**src/rtl/tape_speed_slew_controller_core_defines.svh**
```systemverilog
// ----------------------------------------------------------------------------
// tape speed slew controller core: assertion macros
// shared property templates, clocked on clk_i and disabled during reset
// ----------------------------------------------------------------------------
`ifndef TAPE_SPEED_SLEW_CONTROLLER_CORE_DEFINES_SVH
`define TAPE_SPEED_SLEW_CONTROLLER_CORE_DEFINES_SVH

// same-cycle implication
`define TSSC_ASSERT_IMP(label, ante, cons, msg) \
  label: assert property (@(posedge clk_i) disable iff (!rst_ni) (ante) |-> (cons)) \
    else $error(msg);

// next-cycle implication
`define TSSC_ASSERT_NXT(label, ante, cons, msg) \
  label: assert property (@(posedge clk_i) disable iff (!rst_ni) (ante) |=> (cons)) \
    else $error(msg);

`endif

```
**src/rtl/tssc_pkg.sv**
```systemverilog
// ----------------------------------------------------------------------------
// tssc_pkg
// types, codes and constants of the tape speed slew controller
// ----------------------------------------------------------------------------
`timescale 1ns / 1ps
`default_nettype none

package tssc_pkg;

  // samples per block and sample counter width
  localparam int BLOCK = 32;
  localparam int CNT_W = (BLOCK > 1) ? $clog2(BLOCK) : 1;

  localparam int SPEED_W = 23;
  localparam int MAX_W   = 22;
  localparam int COEF_W  = 21;

  localparam logic [COEF_W-1:0]  ONE_Q20     = 21'd1048576;
  localparam logic [COEF_W-1:0]  NUDGE_LIMIT = 21'd10486;
  localparam logic [CNT_W-1:0]   CNT_LAST    = CNT_W'(BLOCK - 1);

  // input op codes
  localparam logic [2:0] OP_SET_ACTIVE = 3'd0;
  localparam logic [2:0] OP_INACTIVE   = 3'd1;
  localparam logic [2:0] OP_ACTIVE     = 3'd2;
  localparam logic [2:0] OP_NUDGE      = 3'd3;
  localparam logic [2:0] OP_SET_LOCK   = 3'd4;
  localparam logic [2:0] OP_RUN_BLOCK  = 3'd5;

  // slew modes
  localparam logic [1:0] SLEW_STANDARD = 2'd0;
  localparam logic [1:0] SLEW_JUMP     = 2'd2;

  // lock codes, two's complement; minus two is never stored
  localparam logic [1:0] LOCK_NONE = 2'b00;
  localparam logic [1:0] LOCK_FWD  = 2'b01;
  localparam logic [1:0] LOCK_RSVD = 2'b10;
  localparam logic [1:0] LOCK_REV  = 2'b11;

  // configuration register indexes
  localparam logic [2:0] CFG_SPEED_LIMIT  = 3'd0;
  localparam logic [2:0] CFG_COEF_STD     = 3'd1;
  localparam logic [2:0] CFG_COEF_FAST    = 3'd2;
  localparam logic [2:0] CFG_DECAY_STEP   = 3'd3;
  localparam logic [2:0] CFG_MOVING_FLOOR = 3'd4;

  typedef enum logic [2:0] {
    K_SET_ACTIVE,
    K_INACTIVE,
    K_ACTIVE,
    K_NUDGE,
    K_LOCK,
    K_RUN
  } cmd_kind_e;

  typedef enum logic [1:0] {
    ST_IDLE,
    ST_PREP,
    ST_ADD,
    ST_RUN
  } back_state_e;

  typedef struct packed {
    logic [MAX_W-1:0]  speed_limit;
    logic [COEF_W-1:0] coef_std;
    logic [COEF_W-1:0] coef_fast;
    logic [COEF_W-1:0] decay_step;
    logic [COEF_W-1:0] moving_floor;
  } cfg_t;

  typedef struct packed {
    cmd_kind_e                  kind;
    logic                       active_flag;
    logic [1:0]                 slew_mode;
    logic signed [SPEED_W-1:0]  value;
    logic [1:0]                 lock;
  } cmd_t;

endpackage

`default_nettype wire

```
**src/rtl/tssc_front.sv**
```systemverilog
// ----------------------------------------------------------------------------
// tssc_front
// accepts input words, decodes them into commands and queues up to two of them
// ----------------------------------------------------------------------------
`timescale 1ns / 1ps
`default_nettype none

module tssc_front import tssc_pkg::*; (
  input  wire logic                      clk_i,
  input  wire logic                      rst_ni,
  input  wire logic                      in_valid_i,
  output logic                           in_stall_o,
  input  wire logic [2:0]                op_i,
  input  wire logic                      active_flag_i,
  input  wire logic [1:0]                slew_mode_i,
  input  wire logic signed [SPEED_W-1:0] value_i,
  input  wire logic signed [1:0]         lock_dir_i,
  input  wire logic [MAX_W-1:0]          speed_limit_i,
  output logic                           cmd_valid_o,
  output cmd_t                           cmd_o,
  input  wire logic                      cmd_pop_i
);

  cmd_t        dec;
  logic        dec_ok;
  logic        push;
  cmd_t        mem_q [2];
  logic        wr_ptr_q, rd_ptr_q;
  logic [1:0]  count_q, count_d;
  logic signed [SPEED_W:0] mx, vx;

  // decode the word, clamp the active speed against the limit
  always_comb begin
    mx  = {2'b00, speed_limit_i};
    vx  = {value_i[SPEED_W-1], value_i};
    dec = '{kind: K_SET_ACTIVE, active_flag: active_flag_i, slew_mode: slew_mode_i,
            value: value_i, lock: LOCK_NONE};
    dec_ok = 1'b1;
    unique case (op_i)
      OP_SET_ACTIVE: dec.kind = K_SET_ACTIVE;
      OP_INACTIVE:   dec.kind = K_INACTIVE;
      OP_ACTIVE: begin
        dec.kind = K_ACTIVE;
        if (vx > mx) begin
          dec.value = mx[SPEED_W-1:0];
        end else if (vx < -mx) begin
          dec.value = SPEED_W'(-mx);
        end
      end
      OP_NUDGE:      dec.kind = K_NUDGE;
      OP_SET_LOCK: begin
        dec.kind = K_LOCK;
        dec.lock = (lock_dir_i == LOCK_RSVD) ? LOCK_NONE : lock_dir_i;
      end
      OP_RUN_BLOCK:  dec.kind = K_RUN;
      default:       dec_ok = 1'b0;
    endcase
  end

  // two entry queue
  assign in_stall_o  = (count_q == 2'd2);
  assign push        = in_valid_i && !in_stall_o && dec_ok;
  assign cmd_valid_o = (count_q != 2'd0);
  assign cmd_o       = mem_q[rd_ptr_q];

  always_comb begin
    count_d = count_q;
    if (push && !cmd_pop_i) begin
      count_d = count_q + 2'd1;
    end else if (!push && cmd_pop_i) begin
      count_d = count_q - 2'd1;
    end
  end

  always_ff @(posedge clk_i or negedge rst_ni) begin
    if (!rst_ni) begin
      count_q  <= 2'd0;
      wr_ptr_q <= 1'b0;
      rd_ptr_q <= 1'b0;
    end else begin
      count_q <= count_d;
      if (push) begin
        wr_ptr_q <= !wr_ptr_q;
      end
      if (cmd_pop_i) begin
        rd_ptr_q <= !rd_ptr_q;
      end
    end
  end

  // queue storage
  always_ff @(posedge clk_i) begin
    if (push) begin
      mem_q[wr_ptr_q] <= dec;
    end
  end

endmodule

`default_nettype wire

```
**src/rtl/tssc_back.sv**
```systemverilog
// ----------------------------------------------------------------------------
// tssc_back
// executes queued commands: settings, nudge accumulator and lowpass samples
// ----------------------------------------------------------------------------
`timescale 1ns / 1ps
`default_nettype none

`include "tape_speed_slew_controller_core_defines.svh"

module tssc_back import tssc_pkg::*; (
  input  wire logic                clk_i,
  input  wire logic                rst_ni,
  input  wire cfg_t                cfg_i,
  input  wire logic                cmd_valid_i,
  input  wire cmd_t                cmd_i,
  output logic                     cmd_pop_o,
  output logic                     out_valid_o,
  input  wire logic                out_stall_i,
  output logic signed [SPEED_W-1:0] sample_speed_o,
  output logic                     last_o,
  output logic                     moving_o
);

  back_state_e st_q, st_d;
  logic        active_q, active_d;
  logic        quick_q, quick_d;
  logic [1:0]  lock_q, lock_d;
  logic signed [SPEED_W-1:0] ta_q, ta_d, ti_q, ti_d, delta_q, delta_d;
  logic signed [SPEED_W-1:0] sum_q, sum_d, slew_q, slew_d;
  logic [COEF_W-1:0] coeff_q, coeff_d;
  logic [CNT_W-1:0]  cnt_q, cnt_d;
  logic        out_valid_q, out_valid_d;
  logic signed [SPEED_W-1:0] sample_q, sample_d;
  logic        last_q, last_d;
  logic        step;

  // lowpass datapath
  logic signed [SPEED_W-1:0] tgt;
  logic signed [SPEED_W:0]   diff;
  logic signed [45:0]        prod, rnd;
  logic signed [25:0]        nxt;
  logic signed [SPEED_W-1:0] sat;
  logic [SPEED_W:0]          mag;

  assign tgt  = active_q ? ta_q : ti_q;
  assign diff = {tgt[SPEED_W-1], tgt} - {slew_q[SPEED_W-1], slew_q};
  assign prod = 46'(diff) * 46'($signed({1'b0, coeff_q}));
  assign rnd  = prod + 46'sd524288;
  assign nxt  = 26'(slew_q) + rnd[45:20];

  // saturate to the sample width
  always_comb begin
    if (nxt > 26'sd4194303) begin
      sat = {1'b0, {(SPEED_W-1){1'b1}}};
    end else if (nxt < -26'sd4194304) begin
      sat = {1'b1, {(SPEED_W-1){1'b0}}};
    end else begin
      sat = nxt[SPEED_W-1:0];
    end
  end

  assign step = (st_q == ST_RUN) && (!out_valid_q || !out_stall_i);

  // command execution and sequencing
  always_comb begin
    logic signed [SPEED_W:0]   mx, lo, hi, vx, sx;
    logic signed [SPEED_W-1:0] ntgt;
    logic signed [24:0]        mx25, s25, t25, lim25, rel25;
    mx    = {2'b00, cfg_i.speed_limit};
    mx25  = {3'b000, cfg_i.speed_limit};
    rel25 = {4'b0000, cfg_i.decay_step};
    vx    = {cmd_i.value[SPEED_W-1], cmd_i.value};
    lo    = -mx;
    hi    = mx;
    sx    = '0;
    ntgt  = '0;
    s25   = 25'(sum_q);
    t25   = '0;
    lim25 = '0;

    st_d        = st_q;
    active_d    = active_q;
    quick_d     = quick_q;
    lock_d      = lock_q;
    ta_d        = ta_q;
    ti_d        = ti_q;
    delta_d     = delta_q;
    sum_d       = sum_q;
    slew_d      = slew_q;
    coeff_d     = coeff_q;
    cnt_d       = cnt_q;
    cmd_pop_o   = 1'b0;
    out_valid_d = out_valid_q && out_stall_i;
    sample_d    = sample_q;
    last_d      = last_q;

    unique case (st_q)
      ST_IDLE: begin
        if (cmd_valid_i) begin
          cmd_pop_o = 1'b1;
          unique case (cmd_i.kind)
            K_SET_ACTIVE: begin
              active_d = cmd_i.active_flag;
              quick_d  = (cmd_i.slew_mode != SLEW_STANDARD);
              ntgt     = cmd_i.active_flag ? ta_q : ti_q;
              if (cmd_i.slew_mode == SLEW_JUMP) begin
                slew_d = ntgt;
              end
              if (cmd_i.active_flag) begin
                if (lock_q == LOCK_REV && ntgt > 0) begin
                  lock_d = LOCK_NONE;
                end else if (lock_q == LOCK_FWD && ntgt < 0) begin
                  lock_d = LOCK_NONE;
                end
              end
            end
            K_INACTIVE: begin
              if (lock_q == LOCK_REV) begin
                if (vx > 0) lock_d = LOCK_NONE;
                else        lo = '0;
              end else if (lock_q == LOCK_FWD) begin
                if (vx < 0) lock_d = LOCK_NONE;
                else        hi = '0;
              end
              if (vx < lo)      ti_d = lo[SPEED_W-1:0];
              else if (vx > hi) ti_d = hi[SPEED_W-1:0];
              else              ti_d = cmd_i.value;
            end
            K_ACTIVE: ta_d = cmd_i.value;
            K_NUDGE: begin
              delta_d = cmd_i.value;
              if (lock_q == LOCK_REV && vx > 0) begin
                lock_d = LOCK_NONE;
              end else if (lock_q == LOCK_FWD && vx < 0) begin
                lock_d = LOCK_NONE;
              end
            end
            K_LOCK: lock_d = cmd_i.lock;
            K_RUN:  st_d = ST_PREP;
            default: ;
          endcase
        end
      end

      // nudge accumulator update and coefficient pick
      ST_PREP: begin
        coeff_d = quick_q ? cfg_i.coef_fast : cfg_i.coef_std;
        if (coeff_d > ONE_Q20) begin
          coeff_d = ONE_Q20;
        end
        if (delta_q != '0) begin
          lim25 = active_q ? {4'b0000, NUDGE_LIMIT} : mx25;
          t25   = s25 + 25'(delta_q);
          if (t25 > lim25)       t25 = lim25;
          else if (t25 < -lim25) t25 = -lim25;
        end else if (!sum_q[SPEED_W-1]) begin
          t25 = s25 - rel25;
          if (t25 < 0)          t25 = '0;
          else if (t25 > mx25)  t25 = mx25;
        end else begin
          t25 = s25 + rel25;
          if (t25 > 0)          t25 = '0;
          else if (t25 < -mx25) t25 = -mx25;
        end
        sum_d = t25[SPEED_W-1:0];
        st_d  = ST_ADD;
      end

      // add the accumulator and clamp against the lock
      ST_ADD: begin
        if (lock_q == LOCK_REV)      lo = '0;
        else if (lock_q == LOCK_FWD) hi = '0;
        sx = {slew_q[SPEED_W-1], slew_q} + {sum_q[SPEED_W-1], sum_q};
        if (sx < lo)      slew_d = lo[SPEED_W-1:0];
        else if (sx > hi) slew_d = hi[SPEED_W-1:0];
        else              slew_d = sx[SPEED_W-1:0];
        cnt_d = '0;
        st_d  = ST_RUN;
      end

      // one lowpass sample per cycle into the output register, while it is empty or being taken
      ST_RUN: begin
        if (step) begin
          slew_d      = sat;
          sample_d    = sat;
          last_d      = (cnt_q == CNT_LAST);
          out_valid_d = 1'b1;
          cnt_d       = cnt_q + CNT_W'(1);
          if (cnt_q == CNT_LAST) begin
            st_d = ST_IDLE;
          end
        end
      end

      default: st_d = ST_IDLE;
    endcase
  end

  always_ff @(posedge clk_i or negedge rst_ni) begin
    if (!rst_ni) begin
      st_q        <= ST_IDLE;
      active_q    <= 1'b0;
      quick_q     <= 1'b0;
      lock_q      <= LOCK_NONE;
      ta_q        <= 23'sd1048576;
      ti_q        <= '0;
      delta_q     <= '0;
      sum_q       <= '0;
      slew_q      <= '0;
      cnt_q       <= '0;
      out_valid_q <= 1'b0;
    end else begin
      st_q        <= st_d;
      active_q    <= active_d;
      quick_q     <= quick_d;
      lock_q      <= lock_d;
      ta_q        <= ta_d;
      ti_q        <= ti_d;
      delta_q     <= delta_d;
      sum_q       <= sum_d;
      slew_q      <= slew_d;
      cnt_q       <= cnt_d;
      out_valid_q <= out_valid_d;
    end
  end

  // output word payload
  always_ff @(posedge clk_i) begin
    coeff_q  <= coeff_d;
    sample_q <= sample_d;
    last_q   <= last_d;
  end

  // moving flag from the held sample
  assign mag            = sample_q[SPEED_W-1] ? -{1'b1, sample_q} : {1'b0, sample_q};
  assign moving_o       = (mag > {3'b000, cfg_i.moving_floor});
  assign out_valid_o    = out_valid_q;
  assign sample_speed_o = sample_q;
  assign last_o         = last_q;

  `TSSC_ASSERT_NXT(a_last_ends_run, step && (cnt_q == CNT_LAST), st_q == ST_IDLE, "block did not end after last sample")
  `TSSC_ASSERT_NXT(a_add_starts_run, st_q == ST_ADD, (st_q == ST_RUN) && (cnt_q == '0), "run did not start at sample zero")
  `TSSC_ASSERT_IMP(a_pop_only_idle, cmd_pop_o, (st_q == ST_IDLE) && cmd_valid_i, "command taken outside idle")
  `TSSC_ASSERT_IMP(a_lock_code, 1'b1, lock_q != LOCK_RSVD, "invalid lock code stored")

endmodule

`default_nettype wire

```
**src/rtl/tape_speed_slew_controller_core.sv**
```systemverilog
// ----------------------------------------------------------------------------
// tape_speed_slew_controller_core
// tape transport speed controller with slew limited one-pole lowpass output
// ----------------------------------------------------------------------------
// usage
// input channel: one word per command (in_valid_i / in_stall_o). set commands
//   (ops 0 to 4) are queued and executed by the back end while idle; ops 6
//   and 7 are accepted and dropped.
// a run_block word yields BLOCK (32) output words on the output channel
//   (out_valid_o / out_stall_i), last_o marks the final one.
// sequence: the back end picks up the run word, updates the nudge accumulator,
//   clamps against the lock, then runs the lowpass loop at one sample a cycle
//   while the output register is empty or being taken.
// a two word command queue lets the input side keep accepting while the
//   back end is busy; the output register holds a sample while the receiver
//   stalls, and the lowpass loop pauses until it is taken.
// reset: settings return to their defaults, speed 0, unlocked, standard slew,
//   queue and output register empty. the user must write configuration via
//   cfg_we_i / cfg_index_i / cfg_wdata_i only while no block is in progress (unchecked).
// ----------------------------------------------------------------------------
`timescale 1ns / 1ps
`default_nettype none

module tape_speed_slew_controller_core import tssc_pkg::*; (
  input  wire logic                      clk_i,
  input  wire logic                      rst_ni,
  input  wire logic                      cfg_we_i,
  input  wire logic [2:0]                cfg_index_i,
  input  wire logic [MAX_W-1:0]          cfg_wdata_i,
  input  wire logic                      in_valid_i,
  output logic                           in_stall_o,
  input  wire logic [2:0]                op_i,
  input  wire logic                      active_flag_i,
  input  wire logic [1:0]                slew_mode_i,
  input  wire logic signed [SPEED_W-1:0] value_i,
  input  wire logic signed [1:0]         lock_dir_i,
  output logic                           out_valid_o,
  input  wire logic                      out_stall_i,
  output logic signed [SPEED_W-1:0]      sample_speed_o,
  output logic                           last_o,
  output logic                           moving_o
);

  cfg_t cfg_q;
  logic cmd_valid, cmd_pop;
  cmd_t cmd;

  // configuration registers
  always_ff @(posedge clk_i or negedge rst_ni) begin
    if (!rst_ni) begin
      cfg_q.speed_limit  <= 22'd2097152;
      cfg_q.coef_std     <= 21'd1049;
      cfg_q.coef_fast    <= 21'd52429;
      cfg_q.decay_step   <= 21'd2097;
      cfg_q.moving_floor <= 21'd1;
    end else if (cfg_we_i) begin
      unique case (cfg_index_i)
        CFG_SPEED_LIMIT:  cfg_q.speed_limit  <= cfg_wdata_i;
        CFG_COEF_STD:     cfg_q.coef_std     <= cfg_wdata_i[COEF_W-1:0];
        CFG_COEF_FAST:    cfg_q.coef_fast    <= cfg_wdata_i[COEF_W-1:0];
        CFG_DECAY_STEP:   cfg_q.decay_step   <= cfg_wdata_i[COEF_W-1:0];
        CFG_MOVING_FLOOR: cfg_q.moving_floor <= cfg_wdata_i[COEF_W-1:0];
        default: ;
      endcase
    end
  end

  // command decode and queue
  tssc_front u_front (
    .clk_i         (clk_i),
    .rst_ni        (rst_ni),
    .in_valid_i    (in_valid_i),
    .in_stall_o    (in_stall_o),
    .op_i          (op_i),
    .active_flag_i (active_flag_i),
    .slew_mode_i   (slew_mode_i),
    .value_i       (value_i),
    .lock_dir_i    (lock_dir_i),
    .speed_limit_i (cfg_q.speed_limit),
    .cmd_valid_o   (cmd_valid),
    .cmd_o         (cmd),
    .cmd_pop_i     (cmd_pop)
  );

  // execution and sample generation
  tssc_back u_back (
    .clk_i          (clk_i),
    .rst_ni         (rst_ni),
    .cfg_i          (cfg_q),
    .cmd_valid_i    (cmd_valid),
    .cmd_i          (cmd),
    .cmd_pop_o      (cmd_pop),
    .out_valid_o    (out_valid_o),
    .out_stall_i    (out_stall_i),
    .sample_speed_o (sample_speed_o),
    .last_o         (last_o),
    .moving_o       (moving_o)
  );

endmodule

`default_nettype wire

```
**config.mk**
```make
export PLATFORM = sky130hd
export DESIGN_NAME = tape_speed_slew_controller_core
export DESIGN_NICKNAME = d
export VERILOG_FILES = /design/src/rtl/tssc_pkg.sv /design/src/rtl/tssc_front.sv /design/src/rtl/tssc_back.sv /design/src/rtl/tape_speed_slew_controller_core.sv
export VERILOG_INCLUDE_DIRS = /design/src /design/src/rtl
export SDC_FILE = /design/constraint.sdc
export NUM_CORES = 2
export LEC_CHECK = 0
export BUFFER_PORTS_ARGS = -buffer_cell sky130_fd_sc_hd__buf_2
export CAP_MARGIN = 10
export CORE_ASPECT_RATIO = 1.25
export CORE_MARGIN = 1.5
export CORE_UTILIZATION = 60
export CTS_CLUSTER_SIZE = 8
export DETAILED_ROUTE_END_ITERATION = 8
export PLACE_DENSITY = 0.86
export SLEW_MARGIN = 10
export SYNTH_ARGS = -nofsm -noshare
export SYNTH_HDL_FRONTEND = slang
export SYNTH_SLANG_ARGS = --single-unit
export TNS_END_PERCENT = 5
```
**constraint.sdc**
```tcl
create_clock -name clk_i -period 35.1 [get_ports clk_i]
set_input_delay 7.02 -clock clk_i [delete_from_list [all_inputs] [get_ports clk_i]]
set_output_delay 7.02 -clock clk_i [all_outputs]
set_load 0.005 [all_outputs]
```
==> results_dict.tcl <==
set metrics [dict create \
    portBuffers 87 \
    r2r-start "u_back.active_q" \
    r2r_end "u_back.slew_q[20]" \
    synth-async-reset-ratio 0.689 \
    hpwl_microns 132000 \
    initial_core_util 0.608 \
    fin_nets 6884 \
    drc 0 \
    fin_crit_sh 0.393 \
    ctsHoldBuffers 0 \
    drive_above_1_share 0.0801 \
    yosysTopAreaCellShare 0.206 \
    tightest_slew_ns 1.43 \
    cp_slowest_stage_delay_ns 0.78 \
    post_cts_resized 0 \
    globalRouteOverflowTotal 0 \
    grt_pass1_wl_microns 264000 \
    root_buffer "clkbuf_16" \
    route.vias.total 44800 \
    dieArea_sq_um 86200 \
    crit_required_ns 35.56 \
    avgViaCountPerCell 6.53 \
    synth_warnings 0 \
    first_global_vias 45700 \
    cp_max_fo 56 \
    yosysSeqAreaShare 0.181 \
    antenna_found_initial 14 \
    htree_num_levels 2 \
    post_drt_wl_per_cell_microns 25.2 \
    numCtsBuffers 49 \
    timing.slew.headroom 0.0388 \
    path_class "reg -> reg" \
    clock_latency_ns 0.61 \
    maxCapViolations 0 \
    fillers 6789 \
    io_pins 88 \
    grt_setup_unrepaired "no" \
    clock_sinks 344 \
    fin_tns_setup_ns 0 \
    grt_use_total 0.401 \
    clock.fmax_mhz 72.4 \
    worstPathArrival_ns 14.27 \
    die_x_microns 263 \
    synthCells 5788 \
    grt_max_degree 109 \
    hold_start "u_front.count_q[1]" \
    cts_setup_buffers 0 \
    hp-class "reg -> reg" \
    clockBufferDepth 3 \
    synth_edf_count 107 \
    final_common_cell "inv_1" \
    synth.avg_cell_area_sq_um 8.75 \
    synth_area_leaders "fa_1, ha_1, dfrtp_1" \
    fin_crit_ns 13.81 \
    rows 118 \
    whs_path_depth 1 \
    crit_slowest_cell "ha_2" \
    status "finished clean" \
    core_area_sq_um 83300 \
    wirelength_microns 173000 \
    netlist_area_sq_um 50700 \
    die_h_microns 328 \
    synthDistinctLibCells 99 \
    ant_nets 0 \
    crit_top_cell "fa_1" \
    ys_ff_latch 344 \
    syn_nets 6926 \
    syn_to_final_growth_pct 6.32 \
    dr.pass1.iters 8 \
    crit_path_end_kind "flop" \
    rr_worst_depth 41 \
    synth_top_area_cell "fa_1" \
    finalSetupViolCount 0 \
    gp_congestion 1.05 \
    drtIter0Drc 5069 \
    clk_pin_slew_ns 0.05 \
    cts_tree "done" \
    layout_common_cells "inv_1, nand2_1, ha_1" \
    ys.flop_type "dfrtp_1" \
    worst_setup_path_start_kind "flop" \
    fin_worst_skew_ns 0.0427 \
    holdPathEnd "u_front.count_q[1]" \
    drv_slew 0 \
    hold_viol_final 0 \
    r2r_slack_ns 21.29 \
]
-- routing by layer --
metal,wire (microns),global-route usage,up-vias
met5,45,0,-
met4,20000,0.369,8
met3,17500,0.0937,1034
met2,77400,0.645,2712
met1,57700,0.442,21600
li1,-,-,19500
-- synthesized netlist by cell type, drive strengths merged, types with 107 or more instances --
cell    number
inv        750
nand2      615
ha         555
fa         522
nor2       363
a21oi      318
clkbuf     273
o21ai      259
dfrtp      217
and2       215
xnor2      141
mux2i      134
edfxtp     107
nand2b     107
-- metrics by stage --
stage / hold slack (ns) / setup WS (ns) / instance area, sq um / util / instances
after global placement: 0.473 / 21.55 / 52400 / 0.629 / 6775
after detailed placement: 0.481 / 21.15 / 52400 / 0.629 / 6775
after CTS: 0.490 / 21.11 / 53800 / 0.647 / 6862
after floorplan: 0.456 / 22.42 / 50700 / - / 5788
after global routing: 0.516 / 20.23 / 53800 / 0.647 / 6862
final: 0.489 / 21.29 / 53900 / 0.647 / 6866
-- cell families (layout without fill, tap and decap cells) --
| kind of cell | after synthesis | count (layout) | synth area share |
|---|---|---|---|
| other cells | 0 | 4 | 0 |
| simple gates | 1758 | 1758 | 0.168 |
| flops | 344 | 344 | 0.181 |
| xor+xnor | 199 | 199 | 0.0347 |
| fa+ha+maj | 1077 | 1077 | 0.343 |
| mux | 235 | 235 | 0.0489 |
| compound gates | 1119 | 1119 | 0.144 |
| buf+inv | 1056 | 1050 | 0.0791 |
-- sequential cells by signal, summed over array words and instances, names as in the netlist --
| name | cells |
|---|---|
| u_back.active_q | 1 |
| u_front.wr_ptr_q | 1 |
| u_back.sample_speed_o | 23 |
| u_front.count_q | 2 |
| u_back.lock_q | 2 |
| cfg_q | 106 |
| u_back.st_q | 2 |
| u_front.rd_ptr_q | 1 |
| u_back.delta_q | 23 |
| u_back.slew_q | 23 |
| u_back.coeff_q | 21 |
| u_front.mem_q | 62 |
| u_back.last_o | 1 |
| u_back.ti_q | 23 |
| u_back.cnt_q | 5 |
| u_back.sum_q | 23 |
| u_back.ta_q | 23 |
| u_back.quick_q | 1 |
| u_back.out_valid_o | 1 |
-- how the worst max path moves through the flow --
stage	from	end	slack [ns]	cells after the start
after floorplan	u_back.active_q	u_back.sample_speed_o[10]	22.42	51
after global placement	u_back.active_q	u_back.slew_q[20]	21.55	43
after detailed placement	u_back.active_q	u_back.slew_q[20]	21.15	41
after CTS	u_back.active_q	u_back.slew_q[20]	21.11	41
after global routing	u_back.active_q	u_back.slew_q[20]	20.23	45
final	u_back.active_q	u_back.slew_q[20]	21.29	41
-- final cells by class --
class                      count  area [sq um]  share of cell area
clock buffer                  83          1370              0.0255
antenna                        4          10.0            0.000186
clock inverter                 4          71.3             0.00132
sequential                   344          9170               0.170
timing repair buffer         211          1380              0.0256
tap                         1080          1350              0.0251
inverter                     752          2820              0.0524
multi-input combinational   4388         37700               0.700
-- worst max-delay path, delay by kind of cell, from the launching register on --
family,cells,cell delay [ns]
adder cells (fa/ha/maj),10,4.90
flip-flops,1,0.46
AO/OA/AOI/OAI,17,5.04
multiplexers,1,0.43
XOR/XNOR,1,0.12
AND/OR/NAND/NOR,5,1.30
buffers and inverters,7,1.40
Power is not shown: default switching activity piles up to over one toggle a cycle in this logic, so the estimate is an artifact.
